## config.mk

```make
export PLATFORM = sky130hd
export DESIGN_NAME = stereo_tremolo
export DESIGN_NICKNAME = d
export VERILOG_FILES = /design/src/hw/rtl/stt_pkg.sv /design/src/hw/rtl/stereo_tremolo.sv
export VERILOG_INCLUDE_DIRS = /design/src /design/src/hw/rtl
export SDC_FILE = /design/constraint.sdc
export NUM_CORES = 1
export LEC_CHECK = 0
export BUFFER_PORTS_ARGS = -buffer_cell sky130_fd_sc_hd__buf_2
export CAP_MARGIN = 20
export CORE_UTILIZATION = 55
export CTS_CLUSTER_DIAMETER = 200
export CTS_CLUSTER_SIZE = 10
export DETAILED_ROUTE_END_ITERATION = 8
export GPL_TIMING_DRIVEN = 0
export HOLD_SLACK_MARGIN = 0.15
export PLACE_DENSITY = 0.7
export SETUP_SLACK_MARGIN = 0.05
export SYNTH_ARGS = -nofsm -noshare
export SYNTH_HDL_FRONTEND = slang
export SYNTH_SLANG_ARGS = --single-unit
```

## constraint.sdc

```tcl
create_clock -name clk -period 14.2 [get_ports clk]
set_input_delay 3.55 -clock clk [delete_from_list [all_inputs] [get_ports clk]]
set_output_delay 3.55 -clock clk [all_outputs]
set_load 0.02 [all_outputs]
```

## src/hw/rtl/assert_macros.svh

```systemverilog
// ----------------------------------------------------------------------------
// Assertion macros
// Shared concurrent assertion forms. Each one samples on clk and is disabled
// while rst_n is low.
// ----------------------------------------------------------------------------
`ifndef ASSERT_MACROS_SVH
`define ASSERT_MACROS_SVH

// Consequent must hold in the same cycle as the antecedent.
`define ASSERT_NOW(lbl, ante, cons, msg) \
  lbl: assert property (@(posedge clk) disable iff (!rst_n) (ante) |-> (cons)) \
    else $error(msg);

// Consequent must hold in the cycle after the antecedent.
`define ASSERT_NEXT(lbl, ante, cons, msg) \
  lbl: assert property (@(posedge clk) disable iff (!rst_n) (ante) |=> (cons)) \
    else $error(msg);

`endif

```

## src/hw/rtl/stt_pkg.sv

```systemverilog
// ----------------------------------------------------------------------------
// Stereo tremolo package
// Widths, fixed-point constants, register indexes and the operation codes of
// the serial multiplier sequence.
// ----------------------------------------------------------------------------
package stt_pkg;

  // Field and register widths
  localparam int SAMPLE_W   = 16;
  localparam int PHASE_W    = 32;
  localparam int TABLE_W    = 10;
  localparam int STEP_W     = 31;
  localparam int DEPTH_W    = 16;
  localparam int CC_W       = 2;
  localparam int CFG_IDX_W  = 2;
  localparam int CFG_DATA_W = 31;
  localparam int TDATA_W    = 2 * SAMPLE_W;

  // Q16 working values (t, t2, polynomial terms, s, lfo) fit in 17 bits
  localparam int VAL_W = 17;

  // Register indexes on the configuration port
  localparam logic [CFG_IDX_W-1:0] REG_ENABLE        = 2'd0;
  localparam logic [CFG_IDX_W-1:0] REG_PHASE_STEP    = 2'd1;
  localparam logic [CFG_IDX_W-1:0] REG_DEPTH         = 2'd2;
  localparam logic [CFG_IDX_W-1:0] REG_CHANNEL_COUNT = 2'd3;

  // Sine polynomial coefficients in Q16
  localparam logic [VAL_W-1:0] COEF1 = 17'd102944;
  localparam logic [VAL_W-1:0] COEF3 = 17'd42334;
  localparam logic [VAL_W-1:0] COEF5 = 17'd4926;

  // Unity in Q1.16 and Q1.15
  localparam logic [VAL_W-1:0]   ONE_Q16 = 17'd65536;
  localparam logic [DEPTH_W-1:0] ONE_Q15 = 16'd32768;

  // Digit-serial multiplier geometry: signed multiplicand, unsigned
  // multiplier consumed one digit per cycle, least significant first.
  localparam int DIGIT_W   = 4;
  localparam int MA_W      = VAL_W + 1;
  localparam int MB_W      = 20;
  localparam int MUL_STEPS = MB_W / DIGIT_W;
  localparam int STEP_CNT_W = $clog2(MUL_STEPS);
  localparam int ACC_W     = MA_W + DIGIT_W + 1;
  localparam int PROD_W    = ACC_W + MB_W;

  // Multiply operations, in the order they run for one frame
  typedef enum logic [2:0] {
    OP_TT,     // t * t              -> t2
    OP_T2C5,   // t2 * C5            -> inner = C3 - rnd
    OP_T2IN,   // t2 * inner         -> mid = C1 - rnd
    OP_TMID,   // t * mid            -> s, clamped to one
    OP_SS,     // s * s              -> lfo
    OP_DLFO,   // depth * lfo        -> gain = 1 - rnd
    OP_LEFT,   // left * gain        -> left result
    OP_RIGHT   // right * gain       -> right result
  } op_t;

endpackage

```

## src/hw/rtl/stereo_tremolo.sv

```systemverilog
// ----------------------------------------------------------------------------
// Stereo tremolo
// Raised-cosine LFO tremolo on one stereo frame per item, built around one
// shared digit-serial multiplier that runs the sine polynomial, the depth
// scaling and the per-channel gain in sequence.
// ----------------------------------------------------------------------------
//
//  Channel | Direction | Payload                          | Handshake
//  --------+-----------+----------------------------------+-------------------
//  in_     | input     | tdata: left_in, right_in         | tvalid / tready
//  out_    | output    | tdata: left_out, right_out       | tvalid / tready
//  cfg_    | input     | addr: register, wdata: value     | we, no wait
//
//  One item is processed at a time. Each multiply has a load step and then
//  the digit steps of the 18x4 serial multiplier; a disabled item skips the
//  multiplies, and a mono item skips the right-channel multiply.
//  A finished item waits in the output register; the next item is accepted
//  while it waits, and work stalls only when a new result finds it still full.
//  Reset (rst_n, synchronous) resets phase, config and handshake state.

module stereo_tremolo (
  input  logic                             clk,
  input  logic                             rst_n,
  // Input items
  input  logic                             in_tvalid,
  output logic                             in_tready,
  input  logic [stt_pkg::TDATA_W-1:0]      in_tdata,   // [15:0] left_in, [31:16] right_in
  // Result items
  output logic                             out_tvalid,
  input  logic                             out_tready,
  output logic [stt_pkg::TDATA_W-1:0]      out_tdata,  // [15:0] left_out, [31:16] right_out
  // Configuration writes
  input  logic                             cfg_we,
  input  logic [stt_pkg::CFG_IDX_W-1:0]    cfg_addr,
  input  logic [stt_pkg::CFG_DATA_W-1:0]   cfg_wdata
);

  import stt_pkg::*;

  `include "assert_macros.svh"

  typedef enum logic [1:0] {
    S_IDLE,
    S_MUL,
    S_NEXT,
    S_OUT
  } state_t;

  // Configuration registers
  logic                en_r;
  logic [STEP_W-1:0]   step_r;
  logic [DEPTH_W-1:0]  depth_r;
  logic [CC_W-1:0]     cc_r;

  // Control state
  state_t                  state_r, state_nxt;
  op_t                     op_r, op_nxt;
  logic [STEP_CNT_W-1:0]   cnt_r, cnt_nxt;
  logic [PHASE_W-1:0]      lfo_phase_r, lfo_phase_nxt;
  logic                    out_valid_r, out_valid_nxt;

  // Datapath registers
  logic signed [MA_W-1:0]  a_r, a_nxt;
  logic [MB_W-1:0]         b_r, b_nxt;
  logic signed [ACC_W-1:0] hi_r, hi_nxt;
  logic [VAL_W-1:0]        t_r, t_nxt;
  logic [VAL_W-1:0]        t2_r, t2_nxt;
  logic [VAL_W-1:0]        tmp_r, tmp_nxt;
  logic [DEPTH_W-1:0]      gain_r, gain_nxt;
  logic [SAMPLE_W-1:0]     left_r, left_nxt;
  logic [SAMPLE_W-1:0]     right_r, right_nxt;
  logic [SAMPLE_W-1:0]     out_left_r, out_left_nxt;
  logic [SAMPLE_W-1:0]     out_right_r, out_right_nxt;

  // Combinational helpers
  logic                    in_acc;
  logic                    out_free;
  logic [TABLE_W-1:0]      k_idx;
  logic [TABLE_W-1:0]      u_idx;
  logic [VAL_W-1:0]        t_new;
  logic signed [ACC_W-1:0] a_ext;
  logic signed [ACC_W-1:0] d_ext;
  logic signed [ACC_W-1:0] pp;
  logic signed [ACC_W-1:0] acc_sum;
  logic signed [PROD_W-1:0] prod;
  logic [VAL_W:0]          r16;
  logic signed [VAL_W:0]   q15;
  logic [SAMPLE_W-1:0]     sat;
  logic [VAL_W:0]          diff;
  logic [DEPTH_W-1:0]      depth_eff;
  logic                    stereo;

  assign in_tready  = (state_r == S_IDLE);
  assign in_acc     = in_tvalid && in_tready;
  assign out_tvalid = out_valid_r;
  assign out_tdata  = {out_right_r, out_left_r};
  assign out_free   = !out_valid_r || out_tready;

  // Table index from the top phase bits, folded to the first half cycle
  assign k_idx = lfo_phase_r[PHASE_W-1 -: TABLE_W];
  always_comb begin
    if (k_idx <= TABLE_W'(1 << (TABLE_W - 1))) begin
      u_idx = k_idx;
    end else begin
      u_idx = TABLE_W'(0) - k_idx;
    end
  end
  assign t_new = {u_idx, (VAL_W - TABLE_W)'(0)};

  // One digit step of the multiplier: add multiplicand times digit
  assign a_ext   = ACC_W'(a_r);
  assign d_ext   = $signed({(ACC_W - DIGIT_W)'(0), b_r[DIGIT_W-1:0]});
  assign pp      = a_ext * d_ext;
  assign acc_sum = hi_r + pp;

  // Finished product and its two rounding forms
  assign prod = $signed({hi_r, b_r});
  assign r16  = prod[VAL_W+16:16] + {(VAL_W)'(0), prod[15]};
  assign q15  = $signed(prod[VAL_W+15:15]) + $signed({(VAL_W)'(0), prod[14]});

  // Saturate the rounded channel product to the sample range
  always_comb begin
    if (q15 > $signed((VAL_W + 1)'((1 << (SAMPLE_W - 1)) - 1))) begin
      sat = {1'b0, {(SAMPLE_W - 1){1'b1}}};
    end else if (q15 < -$signed((VAL_W + 1)'(1 << (SAMPLE_W - 1)))) begin
      sat = {1'b1, {(SAMPLE_W - 1){1'b0}}};
    end else begin
      sat = q15[SAMPLE_W-1:0];
    end
  end

  assign depth_eff = (depth_r > ONE_Q15) ? ONE_Q15 : depth_r;
  assign stereo    = cc_r[1];

  // Sequencer and datapath next values
  always_comb begin
    state_nxt     = state_r;
    op_nxt        = op_r;
    cnt_nxt       = cnt_r;
    lfo_phase_nxt = lfo_phase_r;
    out_valid_nxt = out_valid_r;
    a_nxt         = a_r;
    b_nxt         = b_r;
    hi_nxt        = hi_r;
    t_nxt         = t_r;
    t2_nxt        = t2_r;
    tmp_nxt       = tmp_r;
    gain_nxt      = gain_r;
    left_nxt      = left_r;
    right_nxt     = right_r;
    out_left_nxt  = out_left_r;
    out_right_nxt = out_right_r;
    diff          = '0;

    if (out_valid_r && out_tready) begin
      out_valid_nxt = 1'b0;
    end

    unique case (state_r)
      S_IDLE: begin
        if (in_acc) begin
          left_nxt  = in_tdata[SAMPLE_W-1:0];
          right_nxt = in_tdata[TDATA_W-1:SAMPLE_W];
          if (en_r) begin
            // Start the polynomial with t * t; the phase advances now
            t_nxt         = t_new;
            a_nxt         = {1'b0, t_new};
            b_nxt         = MB_W'(t_new);
            hi_nxt        = '0;
            cnt_nxt       = '0;
            op_nxt        = OP_TT;
            lfo_phase_nxt = lfo_phase_r + PHASE_W'(step_r);
            state_nxt     = S_MUL;
          end else begin
            state_nxt = S_OUT;
          end
        end
      end

      S_MUL: begin
        hi_nxt = acc_sum >>> DIGIT_W;
        b_nxt  = {acc_sum[DIGIT_W-1:0], b_r[MB_W-1:DIGIT_W]};
        if (cnt_r == STEP_CNT_W'(MUL_STEPS - 1)) begin
          state_nxt = S_NEXT;
        end else begin
          cnt_nxt = cnt_r + 1'b1;
        end
      end

      S_NEXT: begin
        // Take the finished product and set up the following multiply
        hi_nxt    = '0;
        cnt_nxt   = '0;
        state_nxt = S_MUL;
        unique case (op_r)
          OP_TT: begin
            t2_nxt = r16[VAL_W-1:0];
            a_nxt  = $signed({1'b0, COEF5});
            b_nxt  = MB_W'(r16[VAL_W-1:0]);
            op_nxt = OP_T2C5;
          end
          OP_T2C5: begin
            diff    = {1'b0, COEF3} - r16;
            tmp_nxt = diff[VAL_W-1:0];
            a_nxt   = $signed({1'b0, diff[VAL_W-1:0]});
            b_nxt   = MB_W'(t2_r);
            op_nxt  = OP_T2IN;
          end
          OP_T2IN: begin
            diff    = {1'b0, COEF1} - r16;
            tmp_nxt = diff[VAL_W-1:0];
            a_nxt   = $signed({1'b0, diff[VAL_W-1:0]});
            b_nxt   = MB_W'(t_r);
            op_nxt  = OP_TMID;
          end
          OP_TMID: begin
            // s is clamped to one before squaring
            if (r16 > {1'b0, ONE_Q16}) begin
              tmp_nxt = ONE_Q16;
            end else begin
              tmp_nxt = r16[VAL_W-1:0];
            end
            a_nxt  = $signed({1'b0, tmp_nxt});
            b_nxt  = MB_W'(tmp_nxt);
            op_nxt = OP_SS;
          end
          OP_SS: begin
            tmp_nxt = r16[VAL_W-1:0];
            a_nxt   = $signed({1'b0, r16[VAL_W-1:0]});
            b_nxt   = MB_W'(depth_eff);
            op_nxt  = OP_DLFO;
          end
          OP_DLFO: begin
            diff     = (VAL_W + 1)'(ONE_Q15) - r16;
            gain_nxt = diff[DEPTH_W-1:0];
            a_nxt    = MA_W'($signed(left_r));
            b_nxt    = MB_W'(diff[DEPTH_W-1:0]);
            op_nxt   = OP_LEFT;
          end
          OP_LEFT: begin
            left_nxt = sat;
            if (stereo) begin
              a_nxt  = MA_W'($signed(right_r));
              b_nxt  = MB_W'(gain_r);
              op_nxt = OP_RIGHT;
            end else begin
              state_nxt = S_OUT;
            end
          end
          OP_RIGHT: begin
            right_nxt = sat;
            state_nxt = S_OUT;
          end
          default: begin
            state_nxt = S_OUT;
          end
        endcase
      end

      S_OUT: begin
        // Hand the frame to the output register once it is free
        if (out_free) begin
          out_left_nxt  = left_r;
          out_right_nxt = right_r;
          out_valid_nxt = 1'b1;
          state_nxt     = S_IDLE;
        end
      end

      default: begin
        state_nxt = S_IDLE;
      end
    endcase
  end

  // State, configuration and registered outputs
  always_ff @(posedge clk) begin
    if (!rst_n) begin
      state_r     <= S_IDLE;
      op_r        <= OP_TT;
      cnt_r       <= '0;
      lfo_phase_r <= '0;
      out_valid_r <= 1'b0;
      en_r        <= 1'b0;
      step_r      <= '0;
      depth_r     <= '0;
      cc_r        <= CC_W'(2);
    end else begin
      state_r     <= state_nxt;
      op_r        <= op_nxt;
      cnt_r       <= cnt_nxt;
      lfo_phase_r <= lfo_phase_nxt;
      out_valid_r <= out_valid_nxt;
      if (cfg_we) begin
        unique case (cfg_addr)
          REG_ENABLE:        en_r    <= cfg_wdata[0];
          REG_PHASE_STEP:    step_r  <= cfg_wdata[STEP_W-1:0];
          REG_DEPTH:         depth_r <= cfg_wdata[DEPTH_W-1:0];
          REG_CHANNEL_COUNT: cc_r    <= cfg_wdata[CC_W-1:0];
          default: ;
        endcase
      end
    end
    a_r         <= a_nxt;
    b_r         <= b_nxt;
    hi_r        <= hi_nxt;
    t_r         <= t_nxt;
    t2_r        <= t2_nxt;
    tmp_r       <= tmp_nxt;
    gain_r      <= gain_nxt;
    left_r      <= left_nxt;
    right_r     <= right_nxt;
    out_left_r  <= out_left_nxt;
    out_right_r <= out_right_nxt;
  end

  // The phase may only move on an item taken while enabled.
  `ASSERT_NEXT(a_phase_hold, !(in_acc && en_r), lfo_phase_r == $past(lfo_phase_r), "phase moved")
  // Only one item is in work at a time.
  `ASSERT_NEXT(a_one_item, in_acc, !in_tready, "input taken while an item is in work")
  // The digit counter stays within the multiplier length.
  `ASSERT_NOW(a_cnt_range, state_r == S_MUL, cnt_r < STEP_CNT_W'(MUL_STEPS), "counter overran")

endmodule

```

# After elaboration in Yosys (flattened, before gate mapping)
# Cells that the tools add are included.
dict set report classes {
  n_addsub 9
  multipliers 1
  n_div 0
  order_cmp 5
  eq_ne 23
  n_shift 0
  n_mux 41
  n_bitwise 0
  reduce_logical 24
}
# op count
set op_table {}
lappend op_table {{one-hot mux 20 bit (7 select lines)} 1}
lappend op_table {{one-hot mux 18 bit (7 select lines)} 1}
lappend op_table {{2-to-1 mux 16 bit} 7}
lappend op_table {{one-hot mux 23 bit (3 select lines)} 1}
lappend op_table {{one-hot mux 16 bit (2 select lines)} 2}
lappend op_table {{2-to-1 mux 20 bit} 3}
lappend op_table {{one-hot mux 20 bit (3 select lines)} 1}
lappend op_table {{2-to-1 mux 18 bit} 3}
lappend op_table {{2-to-1 mux 23 bit} 2}
lappend op_table {{one-hot mux 18 bit (2 select lines)} 1}
lappend op_table {{adder 32 x 31 -> 32 bit} 1}
lappend op_table {{adder 23 bit} 1}
lappend op_table {{multiplier 18 x 5 -> 23 bit} 1}
lappend op_table {{one-hot mux 3 bit (7 select lines)} 1}
lappend op_table {{adder 18 x 1 -> 18 bit} 1}
lappend op_table {{adder 18 x 2 -> 18 bit} 1}
lappend op_table {{> comparator 18 x 16 -> 1 bit (second input constant)} 1}
lappend op_table {{> comparator 18 x 17 -> 1 bit (second input constant)} 1}
lappend op_table {{< comparator 18 x 16 -> 1 bit (second input constant)} 1}
lappend op_table {{2-to-1 mux 17 bit} 1}
lappend op_table {{subtractor 16 x 17 -> 17 bit (first input constant)} 1}
lappend op_table {{subtractor 17 bit (first input constant)} 1}
lappend op_table {{> comparator 16 bit (second input constant)} 1}
lappend op_table {{subtractor 16 bit (first input constant)} 1}
lappend op_table {{other kinds (31)} 67}
dict set report totals {
  reg_bits 259
  latchBits 0
  mem_bits_rw 0
  rom_bits 0
  inputBits 70
  word_cells 122
  mem_count 0
}

# Depth between registers and ports, before layout
# Gate-level depths: netlist (run 1).
dict set report depth {
  ltp_word 6
  depth_mapped 19
  depth_no_buf 17
}

# Worst setup path before layout (run 1)
# No wires, ideal clock.
dict set report synth_path {
  path_type {input to register}
  startpoint {input in_tvalid}
  endpoint {register b_r[0], enable pin}
  setup_ns 0.399
  arrival_ns 5.832
  required_time_ns 13.801
  path_slack_ns 7.969
  path_stages 3
  path_buffers 0
  path_cell_list {nand2_1 > a21oi_1 > nor2b_1}
}
dict set report synth_via {
  elab_chain_cells 3
}
# element line_no
set synth_rtl {}
lappend synth_rtl {{start: declaration} stereo_tremolo.sv:25} ;# input logic in_tvalid,
lappend synth_rtl {{logical AND 1 bit} stereo_tremolo.sv:94} ;# assign in_acc = in_tvalid && in_tready;
lappend synth_rtl {{inequality test 2 x 1 -> 1 bit (no source line)} --}
lappend synth_rtl {{AND reduction 5 bit (no source line)} --}
lappend synth_rtl {{end signal: assignment} stereo_tremolo.sv:305} ;# b_r <= b_nxt;
lappend synth_rtl {{end: declaration} stereo_tremolo.sv:64} ;# logic [MB_W-1:0] b_r, b_nxt;
# No other way between the ends.
# A chain may end at the register's enable or synchronous reset.

# Worst setup path after layout (run 1)
dict set report layout_path {
  startpoint {register b_r[0]}
  endpoint {register hi_r[16] (data pin)}
}
dict set report layout_via {
  elab_chain_cells 3
}
# element line_no
set layout_rtl {}
lappend layout_rtl {{multiplier 18 x 5 -> 23 bit} stereo_tremolo.sv:113} ;# assign pp = a_ext * d_ext;
lappend layout_rtl {{adder 23 bit} stereo_tremolo.sv:114} ;# assign acc_sum = hi_r + pp;
lappend layout_rtl {{one-hot mux 23 bit (3 select lines)} stereo_tremolo.sv:159} ;# unique case (state_r)
lappend layout_rtl {{end signal: assignment} stereo_tremolo.sv:306} ;# hi_r <= hi_nxt;
lappend layout_rtl {{end: declaration} stereo_tremolo.sv:65} ;# logic signed [ACC_W-1:0] hi_r, hi_nxt;
# No other way between the ends.

==> flow_summary_export.csv, run 1 <==
group,metric,value,unit
outcome,status,"finished, final reports clean",
sta,rsz0062_at_grt,"false",
sta,setup-tns-final,0,ps
floorplan,dieArea,31400,µm²
critical_path,r2r_start,"b_r[0]",
clock_tree,cts-htree-levels,1,
sta,hold_viol,0,
critical_path,critical_path.startpoint,"b_r[0]",
grt,grt_pass1_vias,13633,
power_and_ir_drop,p_per_area,247,nW/µm²
routing,vias,14118,
clock_tree,clk_path_buf_depth,3,
synth,syn_area_per_cell,9.28,µm²
critical_path,reg2reg_slack,8610,ps
sta,slew_headroom,24.6,%
grt,grt_overflow_total,0,
synth,syn_area,16900,µm²
routing,avgViaCountPerCell,5.98,
critical_path,worst_setup_path_end_kind,"flip-flop",
critical_path,cp_cell_sequence,"clkbuf_1 > clkbuf_1 > nand2_1 > fa_1 > fa_1 > fa_1 > inv_1 > ha_1 > nor2b_1 > o21ai_0 > a21boi_0 > o31ai_1 > a21oi_1 > a21oi_1 > o21bai_1 > a211oi_1 > nor2_1",
synth,synth-seq-cells,254,
run,drv_cap,0,
finish,area_growth,11.3,%
grt,grt_pass1_wl,76700,µm
routing,routed_wl,50100,µm
floorplan,io_pins,104,
power_and_ir_drop,ir_drop,0.175,mV
sta,final.min_clock_period,5590,ps
sta,report.final.slew_viol_count,0,
placement,place_congestion,0.961,
sta,finalCritPeriodShare,39.4,%
critical_path,r2r_cells,17,
placement,dp_hpwl,39000,µm
critical_path,critical_path_buf_inv_count,3,
synth,yosys.cell_types.count,91,
critical_path,regToRegEndpoint,"hi_r[16]",
floorplan,initial_core_util,56.4,%
finish,drive_gt1_share,10.4,%
critical_path,cp_max_fo,10,
clock_tree,cts_buffers,29,
routing,wl_per_cell,21.2,µm
clock_tree,clock-root-buffer,"clkbuf_16",
synth,syn-instance-count,1821,
finish,n_fill_cell,2610,
power_and_ir_drop,combPwrFrac,59.7,%
sta,tightestPinTransition,1120,ps
finish,n_antenna_cell,0,
critical_path,critical_path_class,"flip-flop to flip-flop",
finish,final_common_cell,"nand2_1",
critical_path,cp_data_arrival_time,5910,ps
critical_path,cp-start-kind,"flip-flop",
placement,placed_cells,2319,
critical_path,critical_path.max_stage_delay,560,ps
sta,setup_viol,0,
clock_tree,clock_latency,580,ps
critical_path,cp.depth,17,
routing,drc_errors,0,
clock_tree,clkSinkCount,254,
grt,grt_max_degree,33,
floorplan,core_area,30000,µm²
sta,clock-skew-final,18.3,ps
clock_tree,cts_setup_buffers,0,
synth,synth_edf_count,164,
power_and_ir_drop,p_sw,2.12,mW
clock_tree,cts_tree,"done",
critical_path,critPathRequiredTime,14530,ps
clock_tree,clk_pin_slew,60,ps
finish,postLayoutCellArea,18800,µm²
power_and_ir_drop,seqPwrFrac,25.9,%
routing,first_pass_iters,6,
critical_path,critPathTopFamily,"compound AO/OA/AOI/OAI gates",
power_and_ir_drop,power_leakage,7.51,nW
worst_hold_path,min_path_type,"flip-flop to flip-flop",
synth,synthArstFlopShare,0,%
finish,stdcell_count,2359,
synth,synth.net_count,2050,
placement,placed_cell_area,18000,µm²
critical_path,slowest_stage,"fa_1",
clock_tree,cts.repair.resized,0,
routing,ant_nets,0,
finish,nets,2189,
clock_tree,cts_hold_buffers,0,
sta,fmax,179,MHz
power_and_ir_drop,p_clk_share,14.4,%
worst_hold_path,hp-start,"right_r[1]",
synth,yosys_warnings,0,
finish,final_cell_mix,"nand2_1 (257), edfxtp_1 (164), inv_1 (158), a21oi_1 (157), nor2_1 (141)",
critical_path,crit_path_end,"hi_r[16]",
routing,drtIter0Drc,1211,
placement,io_buffers,103,
grt,grt_antenna_before_repair,1,
critical_path,path_common_cell,"fa_1",
floorplan,rows,63,
synth,synth-seq-area-share,39.8,%
synth,synth_ff_type,"edfxtp_1",
floorplan,die_w,177,µm
grt,grt_usage,32.1,%
power_and_ir_drop,p_int,2.52,mW
floorplan,die_h,177,µm
power_and_ir_drop,switching_share,45.8,%
## power by group through the flow
stage	Combinational, mW	Clock, mW	Sequential (mW)
global placement	2.63	0	1.22
global route	3.10	0.700	1.22
detailed placement	2.73	0	1.21
CTS	2.76	0.674	1.20
floorplan	2.04	0	1.19
finish	2.77	0.666	1.20
## stage by stage
step	setup WS, ps	util, %	power, mW	hold slack, ps
floorplan	7970	-	3.23	425
global placement	6560	59.8	3.85	436
detailed placement	8510	60.1	3.94	437
CTS	8650	62.8	4.63	453
global route	8280	62.8	5.02	455
finish	8610	62.8	4.64	452
## cells in the mapped netlist, types with 10 or more instances
cell      instances  share of area, %
a211oi_1         14              0.62
a22oi_1          12              0.53
nor3_1           31              0.92
dfxtp_1          90                11
a221oi_1         16              0.83
a21oi_1         160               4.7
nor4_1           13              0.48
nand3_1          38               1.1
nand2_1         257               5.7
edfxtp_1        164                29
o31ai_1          10              0.44
a21o_1           22              0.98
inv_1           158               3.5
o21ai_0          66               2.0
nor2b_1          15              0.56
fa_1             57               6.8
or3_1            12              0.44
xor2_1           26               1.3
and3_1           10              0.37
nand2b_1         22              0.81
clkbuf_1         61               1.4
xnor2_1          65               3.4
o21a_1           16              0.71
a31oi_1          16              0.59
a222oi_1         11              0.65
a221o_1          10              0.59
and2_1           47               1.7
nor2_1          143               3.2
ha_1            102               7.6
o211ai_1         18              0.80
## routing by layer
metal	track usage [%]	part of all wire [%]	vias to the layer above	routed length (µm)
met5	0	0.028	-	14
met4	16.9	5.6	2	2830
met3	5.23	7.3	137	3680
met2	53.8	48	583	23900
met1	39.9	39	6717	19700
li1	-	-	6679	-
## flip-flops by register name (all words and copies together) (netlist names)
register and flops:
right_r 16, hi_r 19, out_tvalid 1, t2_r 17
state_r 2, a_r 18, out_left_r 16, b_r 20
gain_r 16, lfo_phase_r 32, step_r 31, left_r 16
depth_r 16, out_right_r 16, t_r 10, cc_r 1
cnt_r 3, en_r 1, op_r 3
## cells by family after synthesis
group	Yosys count	synth area share, %
compound gates	435	16.8
xor+xnor	95	5.17
fa+ha+maj	159	14.3
buf+inv	240	5.84
flops	254	39.8
mux	6	0.370
simple gates	632	17.7
## how the worst min path moves through the flow
stage / depth (start not counted) / endpoint
after detailed placement: 0 / out_left_r[2]
final: 0 / out_right_r[1]
after global placement: 0 / out_left_r[9]
after CTS: 0 / out_left_r[14]
after floorplan: 0 / out_left_r[11]
after global routing: 0 / out_left_r[14]
## worst register-to-register path, cell delays in order, from the launching register on
cell,delay [ps]
edfxtp_1,320
clkbuf_1,370
clkbuf_1,500
nand2_1,140
fa_1,530
fa_1,450
fa_1,560
inv_1,40
ha_1,320
nor2b_1,160
o21ai_0,180
a21boi_0,180
o31ai_1,470
a21oi_1,270
a21oi_1,410
o21bai_1,140
a211oi_1,250
nor2_1,70
## final cells by class
cell class	count	area, µm²	area share, %
Buffer	79	384	2.04
Clock buffer	38	759	4.04
Clock inverter	2	28.8	0.153
Inverter	161	604	3.21
Multi-Input combinational cell	1327	9220	49.0
Sequential cell	254	6730	35.8
Tap cell	390	488	2.60
Timing Repair Buffer	108	591	3.14
(Power assumes the default switching activity.)
==> run 2: changes to the inputs <==
--- a/config.mk
+++ b/config.mk
@@ -14,7 +14,7 @@
 export DETAILED_ROUTE_END_ITERATION = 8
 export GPL_TIMING_DRIVEN = 0
 export HOLD_SLACK_MARGIN = 0.15
-export PLACE_DENSITY = 0.7
+export PLACE_DENSITY = 0.73
 export SETUP_SLACK_MARGIN = 0.05
 export SYNTH_ARGS = -nofsm -noshare
 export SYNTH_HDL_FRONTEND = slang
==> constraint.sdc (replaced) <==
create_clock -name clk -period 5 [get_ports clk]
set_input_delay 1.25 -clock clk [delete_from_list [all_inputs] [get_ports clk]]
set_output_delay 1.25 -clock clk [all_outputs]
set_load 0.02 [all_outputs]
==> flow_summary_export.csv, run 2 (synthesized netlist as in run 1, its figures left out) <==
group,metric,value,unit
power_and_ir_drop,power_leakage,7.56,nW
outcome,status,"finished, final reports clean",
sta,rsz0062_at_grt,"false",
power_and_ir_drop,switching_share,45.9,%
grt,grt_antenna_before_repair,0,
floorplan,die_h,177,µm
floorplan,die_w,177,µm
finish,postLayoutCellArea,18900,µm²
critical_path,cp_data_arrival_time,5050,ps
clock_tree,clk_pin_slew,60,ps
critical_path,critPathRequiredTime,5300,ps
finish,largest_reg_flops,32,
sta,clock-skew-final,21.7,ps
finish,final_cell_mix,"nand2_1 (257), edfxtp_1 (164), inv_1 (158), a21oi_1 (155), nor2_1 (141)",
routing,met3_length,3750,µm
sta,fmax,210,MHz
routing,wl_met2,24200,µm
placement,placed_cell_area,18000,µm²
finish,reg_top3,"lfo_phase_r: 32 flops, step_r: 31 flops, b_r: 20 flops",
power_and_ir_drop,p_sw,6.13,mW
clock_tree,cts_hold_buffers,0,
clock_tree,clkSinkCount,254,
grt,grt_pass1_wl,77200,µm
routing,routed_wl,50400,µm
sta,whs,453,ps
routing,top_layer,"met4",
sta,final.min_clock_period,4750,ps
routing,ant_nets,0,
clock_tree,cts_buffers,29,
sta,hold_viol,0,
floorplan,rows,63,
clock_tree,cts-htree-levels,1,
routing,drc_errors,0,
routing,vias,14302,
finish,nets,2193,
critical_path,critical_path_class,"flip-flop to flip-flop",
worst_hold_path,min_path_type,"flip-flop to flip-flop",
power_and_ir_drop,p_per_area,707,nW/µm²
finish,n_fill_cell,2586,
placement,io_buffers,103,
critical_path,cp_max_fo,10,
sta,setup_viol,0,
floorplan,initial_core_util,56.4,%
grt,grt_max_degree,33,
clock_tree,clock-root-buffer,"clkbuf_16",
placement,dp_hpwl,38800,µm
routing,wl_per_cell,21.2,µm
critical_path,cp-start-kind,"flip-flop",
floorplan,core_area,30000,µm²
power_and_ir_drop,combPwrFrac,60.0,%
routing,first_pass_iters,6,
finish,drive_gt1_share,10.9,%
run,drv_cap,0,
power_and_ir_drop,ir_drop,0.512,mV
sta,finalCritPeriodShare,95.1,%
clock_tree,clk_path_buf_depth,3,
floorplan,io_pins,104,
placement,place_congestion,1.01,
critical_path,worst_setup_path_end_kind,"flip-flop",
power_and_ir_drop,p_clk_share,14.5,%
finish,final_common_cell,"nand2_1",
routing,drtIter0Drc,1288,
finish,largest-register,"lfo_phase_r",
floorplan,dieArea,31400,µm²
finish,n_antenna_cell,0,
routing,wl_met1,20100,µm
sta,tightestPinTransition,1060,ps
grt,grt_overflow_total,0,
grt,grt_pass1_vias,13821,
sta,slew_headroom,28.7,%
clock_tree,clock_latency,560,ps
grt,grt_usage,32.2,%
routing,avgViaCountPerCell,6.02,
power_and_ir_drop,seqPwrFrac,25.5,%
sta,report.final.slew_viol_count,0,
power_and_ir_drop,p_int,7.23,mW
finish,fin_util,63.1,%
finish,area_growth,11.9,%
clock_tree,cts_tree,"done",
## run 2: changes by cell type in the layout (fill, tap and decap cells not counted), sizes merged
cell    before  now
clkbuf     104  112
buf        120  127
## run 2: path summary, 6_finish.rpt
kind	start	end	slack, ps	cells past startpoint
setup reg to reg	b_r[0]	hi_r[17]	250	18
setup / recovery	b_r[0]	hi_r[17]	250	18
hold reg to reg	right_r[12]	out_right_r[12]	450	0
hold / removal	right_r[12]	out_right_r[12]	450	0
## run 2: area by class of cell
| cell class | instances | area, µm² | area share (%) |
|---|---|---|---|
| Multi-Input combinational cell | 1327 | 9230 | 48.8 |
| Sequential cell | 254 | 6730 | 35.6 |
| Tap cell | 390 | 488 | 2.58 |
| Clock buffer | 49 | 801 | 4.24 |
| Buffer | 77 | 387 | 2.05 |
| Timing Repair Buffer | 114 | 648 | 3.43 |
| Clock inverter | 2 | 17.5 | 0.0927 |
| Inverter | 161 | 604 | 3.20 |
## run 2: power by group through the flow
stage          Clock [mW]  Combinational [mW]  Sequential, mW
6_report             1.93                8.02            3.41
5_1_grt              2.02                8.95            3.45
4_1_cts              1.94                7.92            3.41
3_5_place_dp            0                7.81            3.44
3_3_place_gp            0                7.45            3.45
2_1_floorplan           0                5.80            3.37
## run 2: metal layers
metal / GRT usage (%) / vias up
met5: 0 / -
met4: 14.5 / 0
met3: 4.46 / 101
met2: 54.7 / 590
met1: 40.8 / 6890
li1: - / 6721
## run 2: through the flow
stage / worst slack [ps] / setup TNS, ps / power (mW) / cells
final: 246 / 0 / 13.4 / 2374
after global routing: 55.8 / 0 / 14.4 / 2374
after CTS: 59.2 / 0 / 13.3 / 2372
after detailed placement: -569 / -3080 / 11.3 / 2321
after global placement: -380 / -8310 / 10.9 / 2314
after floorplan: 456 / 0 / 9.17 / 1821
## run 2: what timing repair did
action | CTS | global route
buffers inserted | 2 | 2
hold endpoints to repair | 0 | 0
pin swaps | 0 | 2
setup endpoints to repair | 12 | 7
gates resized for setup | 5 | 13
## run 2: worst max-delay path, stage by stage, from the launching register on
cell      delay [ps]
edfxtp_1         420
clkbuf_4         250
nand2_1           80
fa_1             490
inv_1             50
fa_1             500
inv_1             70
fa_1             530
inv_1             50
ha_1             330
o21a_1           220
or2_2            270
o31a_1           160
a41o_1           330
nand4_1          160
a21oi_1          130
a31oi_1          240
xor2_1           160
nor2_1            50
==> run 3: changes to the inputs <==
--- a/config.mk
+++ b/config.mk
@@ -12,7 +12,6 @@
 export CTS_CLUSTER_DIAMETER = 200
 export CTS_CLUSTER_SIZE = 10
 export DETAILED_ROUTE_END_ITERATION = 8
-export GPL_TIMING_DRIVEN = 0
 export HOLD_SLACK_MARGIN = 0.15
 export PLACE_DENSITY = 0.73
 export SETUP_SLACK_MARGIN = 0.05
==> constraint.sdc (replaced) <==
create_clock -name clk -period 3.8 [get_ports clk]
set_input_delay 0.95 -clock clk [delete_from_list [all_inputs] [get_ports clk]]
set_output_delay 0.95 -clock clk [all_outputs]
set_load 0.02 [all_outputs]
==> flow_summary_export.csv, run 3 (synthesized netlist as in run 1, its figures left out) <==
group,metric,value,unit
sta,setup_slack,-344,ps
placement,dpl_worst_slack,-507,ps
clock_tree,clk_path_buf_depth,3,
sta,clock-skew-final,22.8,ps
finish,reg_top3,"lfo_phase_r: 32 flops, step_r: 31 flops, b_r: 20 flops",
finish,largest_reg_flops,32,
routing,vias,14684,
routing,ant_nets,0,
power_and_ir_drop,ir_drop,0.786,mV
sta,report.final.slew_viol_count,0,
grt,grt_overflow_total,0,
finish,nets,2282,
power_and_ir_drop,finalPower,21.0,mW
critical_path,critPathTopFamily,"adder cells",
critical_path,worst_setup_path_end_kind,"flip-flop",
placement,placed_cells,2389,
critical_path,cp_cell_sequence,"and2_1 > ha_1 > fa_1 > inv_2 > fa_1 > inv_1 > ha_2 > or3_1 > o31a_1 > a41o_1 > nand4_1 > a21oi_2 > a31oi_1 > xor2_1 > nor2_1",
critical_path,critical_path_class,"flip-flop to flip-flop",
finish,area_growth,19.3,%
finish,stdcell_count,2454,
finish,final_cell_mix,"nand2_1 (248), buf_4 (171), edfxtp_1 (164), inv_1 (151), a21oi_1 (145)",
sta,fmax,241,MHz
floorplan,die_h,177,µm
routing,first_pass_iters,6,
placement,io_buffers,103,
floorplan,dieArea,31400,µm²
placement,place_congestion,1.03,
routing,wl_per_cell,20.0,µm
sta,finalCritPeriodShare,109,%
floorplan,core_area,30000,µm²
routing,avgViaCountPerCell,5.98,
clock_tree,clkSinkCount,254,
floorplan,initial_core_util,56.4,%
critical_path,critPathRequiredTime,4110,ps
sta,rsz0062_at_grt,"true",
routing,routed_wl,49200,µm
clock_tree,cts-htree-levels,1,
floorplan,die_w,177,µm
run,drv_cap,0,
clock_tree,clock-root-buffer,"clkbuf_16",
grt,grt_pass1_wl,75700,µm
worst_hold_path,min_path_type,"flip-flop to flip-flop",
power_and_ir_drop,p_per_area,1040,nW/µm²
finish,largest-register,"lfo_phase_r",
outcome,status,"finished, violations left",
outcome,violations,"setup timing",
floorplan,rows,63,
sta,slew_headroom,31.2,%
floorplan,io_pins,104,
routing,drtIter0Drc,1165,
sta,final.min_clock_period,4140,ps
sta,whs,447,ps
routing,drc_errors,0,
critical_path,critical_path.max_stage_delay,570,ps
grt,grt_pass1_vias,14404,
grt,grt_antenna_before_repair,1,
finish,drive_gt1_share,21.2,%
sta,setup_viol,13,
placement,dp_hpwl,36600,µm
clock_tree,cts_hold_buffers,0,
grt,grt_usage,31.1,%
critical_path,critical_path_buf_inv_count,2,
finish,final_common_cell,"nand2_1",
clock_tree,clock_latency,570,ps
clock_tree,clk_pin_slew,70,ps
critical_path,slowest_stage,"fa_1",
critical_path,cp_max_fo,4,
sta,tightestPinTransition,1030,ps
sta,setup-tns-final,-3150,ps
clock_tree,cts_buffers,29,
critical_path,cp-start-kind,"flip-flop",
sta,hold_viol,0,
critical_path,cp_data_arrival_time,4460,ps
grt,grt_max_degree,63,
power_and_ir_drop,power_leakage,8.25,nW
clock_tree,cts_tree,"done",
critical_path,path_common_cell,"fa_1",
run 3: changes by cell type in the layout (fill, tap and decap cells not counted), moves of 9 or more:
cell,change
a21oi_2,+11
ha_1,-19
ha_4,+12
a21oi_1,-10
nand2_1,-9
buf_4,+163
clkbuf_1,-64
run 3: path summary, 6_finish.rpt:
path	depth (start not counted)	start	endpoint	slack [ps]
worst max-delay path	15	a_r[5]	hi_r[17]	-340
worst min-delay path	0	left_r[6]	out_left_r[6]	450
worst max register to register	15	a_r[5]	hi_r[17]	-340
worst min register to register	0	left_r[6]	out_left_r[6]	450
run 3: metal layers:
layer	GRT usage (%)	up-vias	share of wire, %	wire, µm
met5	0	-	0	0
met4	14.7	0	5.2	2550
met3	4.61	149	7.5	3670
met2	53.1	607	48	23700
met1	38.7	7054	39	19200
li1	-	6874	-	-
run 3: layout make-up:
type	instances	area, µm²
well taps	390	488
repair buffers	280	1860
flip-flops and latches	254	6730
inverters	161	604
clock buffers	39	763
diodes	1	2.50
multi-input cells	1327	9690
clock inverters	2	28.8
fillers	2426	9790
run 3: repair_timing:
| item | CTS | global route |
|---|---|---|
| pin swaps | 29 | 14 |
| endpoints found under the hold margin | 0 | 0 |
| setup endpoints to repair | 19 | 23 |
| gates resized for setup | 38 | 44 |
| setup buffers | 16 | 7 |
| cloned | 0 | 0 |
run 3: where the power goes:
part / switching [mW] / leakage, nW / internal, mW
Sequential: 0.358 / 2.29 / 4.05
Combinational: 7.78 / 5.58 / 6.35
Clock: 1.12 / 0.383 / 1.38
run 3: per-stage QoR:
| step | utilization, % | instance area (µm²) |
|---|---|---|
| after floorplan | - | 17000 |
| after global placement | 62.8 | 18800 |
| after detailed placement | 62.8 | 18800 |
| after CTS | 66.4 | 19900 |
| after global routing | 67.3 | 20200 |
| final | 67.3 | 20200 |
run 3: worst register-to-register path: cells and delay by family (launching register included):
family | cells | cell delay [ps]
AO/OA/AOI/OAI | 4 | 850
AND/OR/NAND/NOR | 4 | 740
flip-flops | 1 | 500
adder cells (fa/ha/maj) | 4 | 1550
buffers and inverters | 2 | 90
XOR/XNOR | 1 | 160
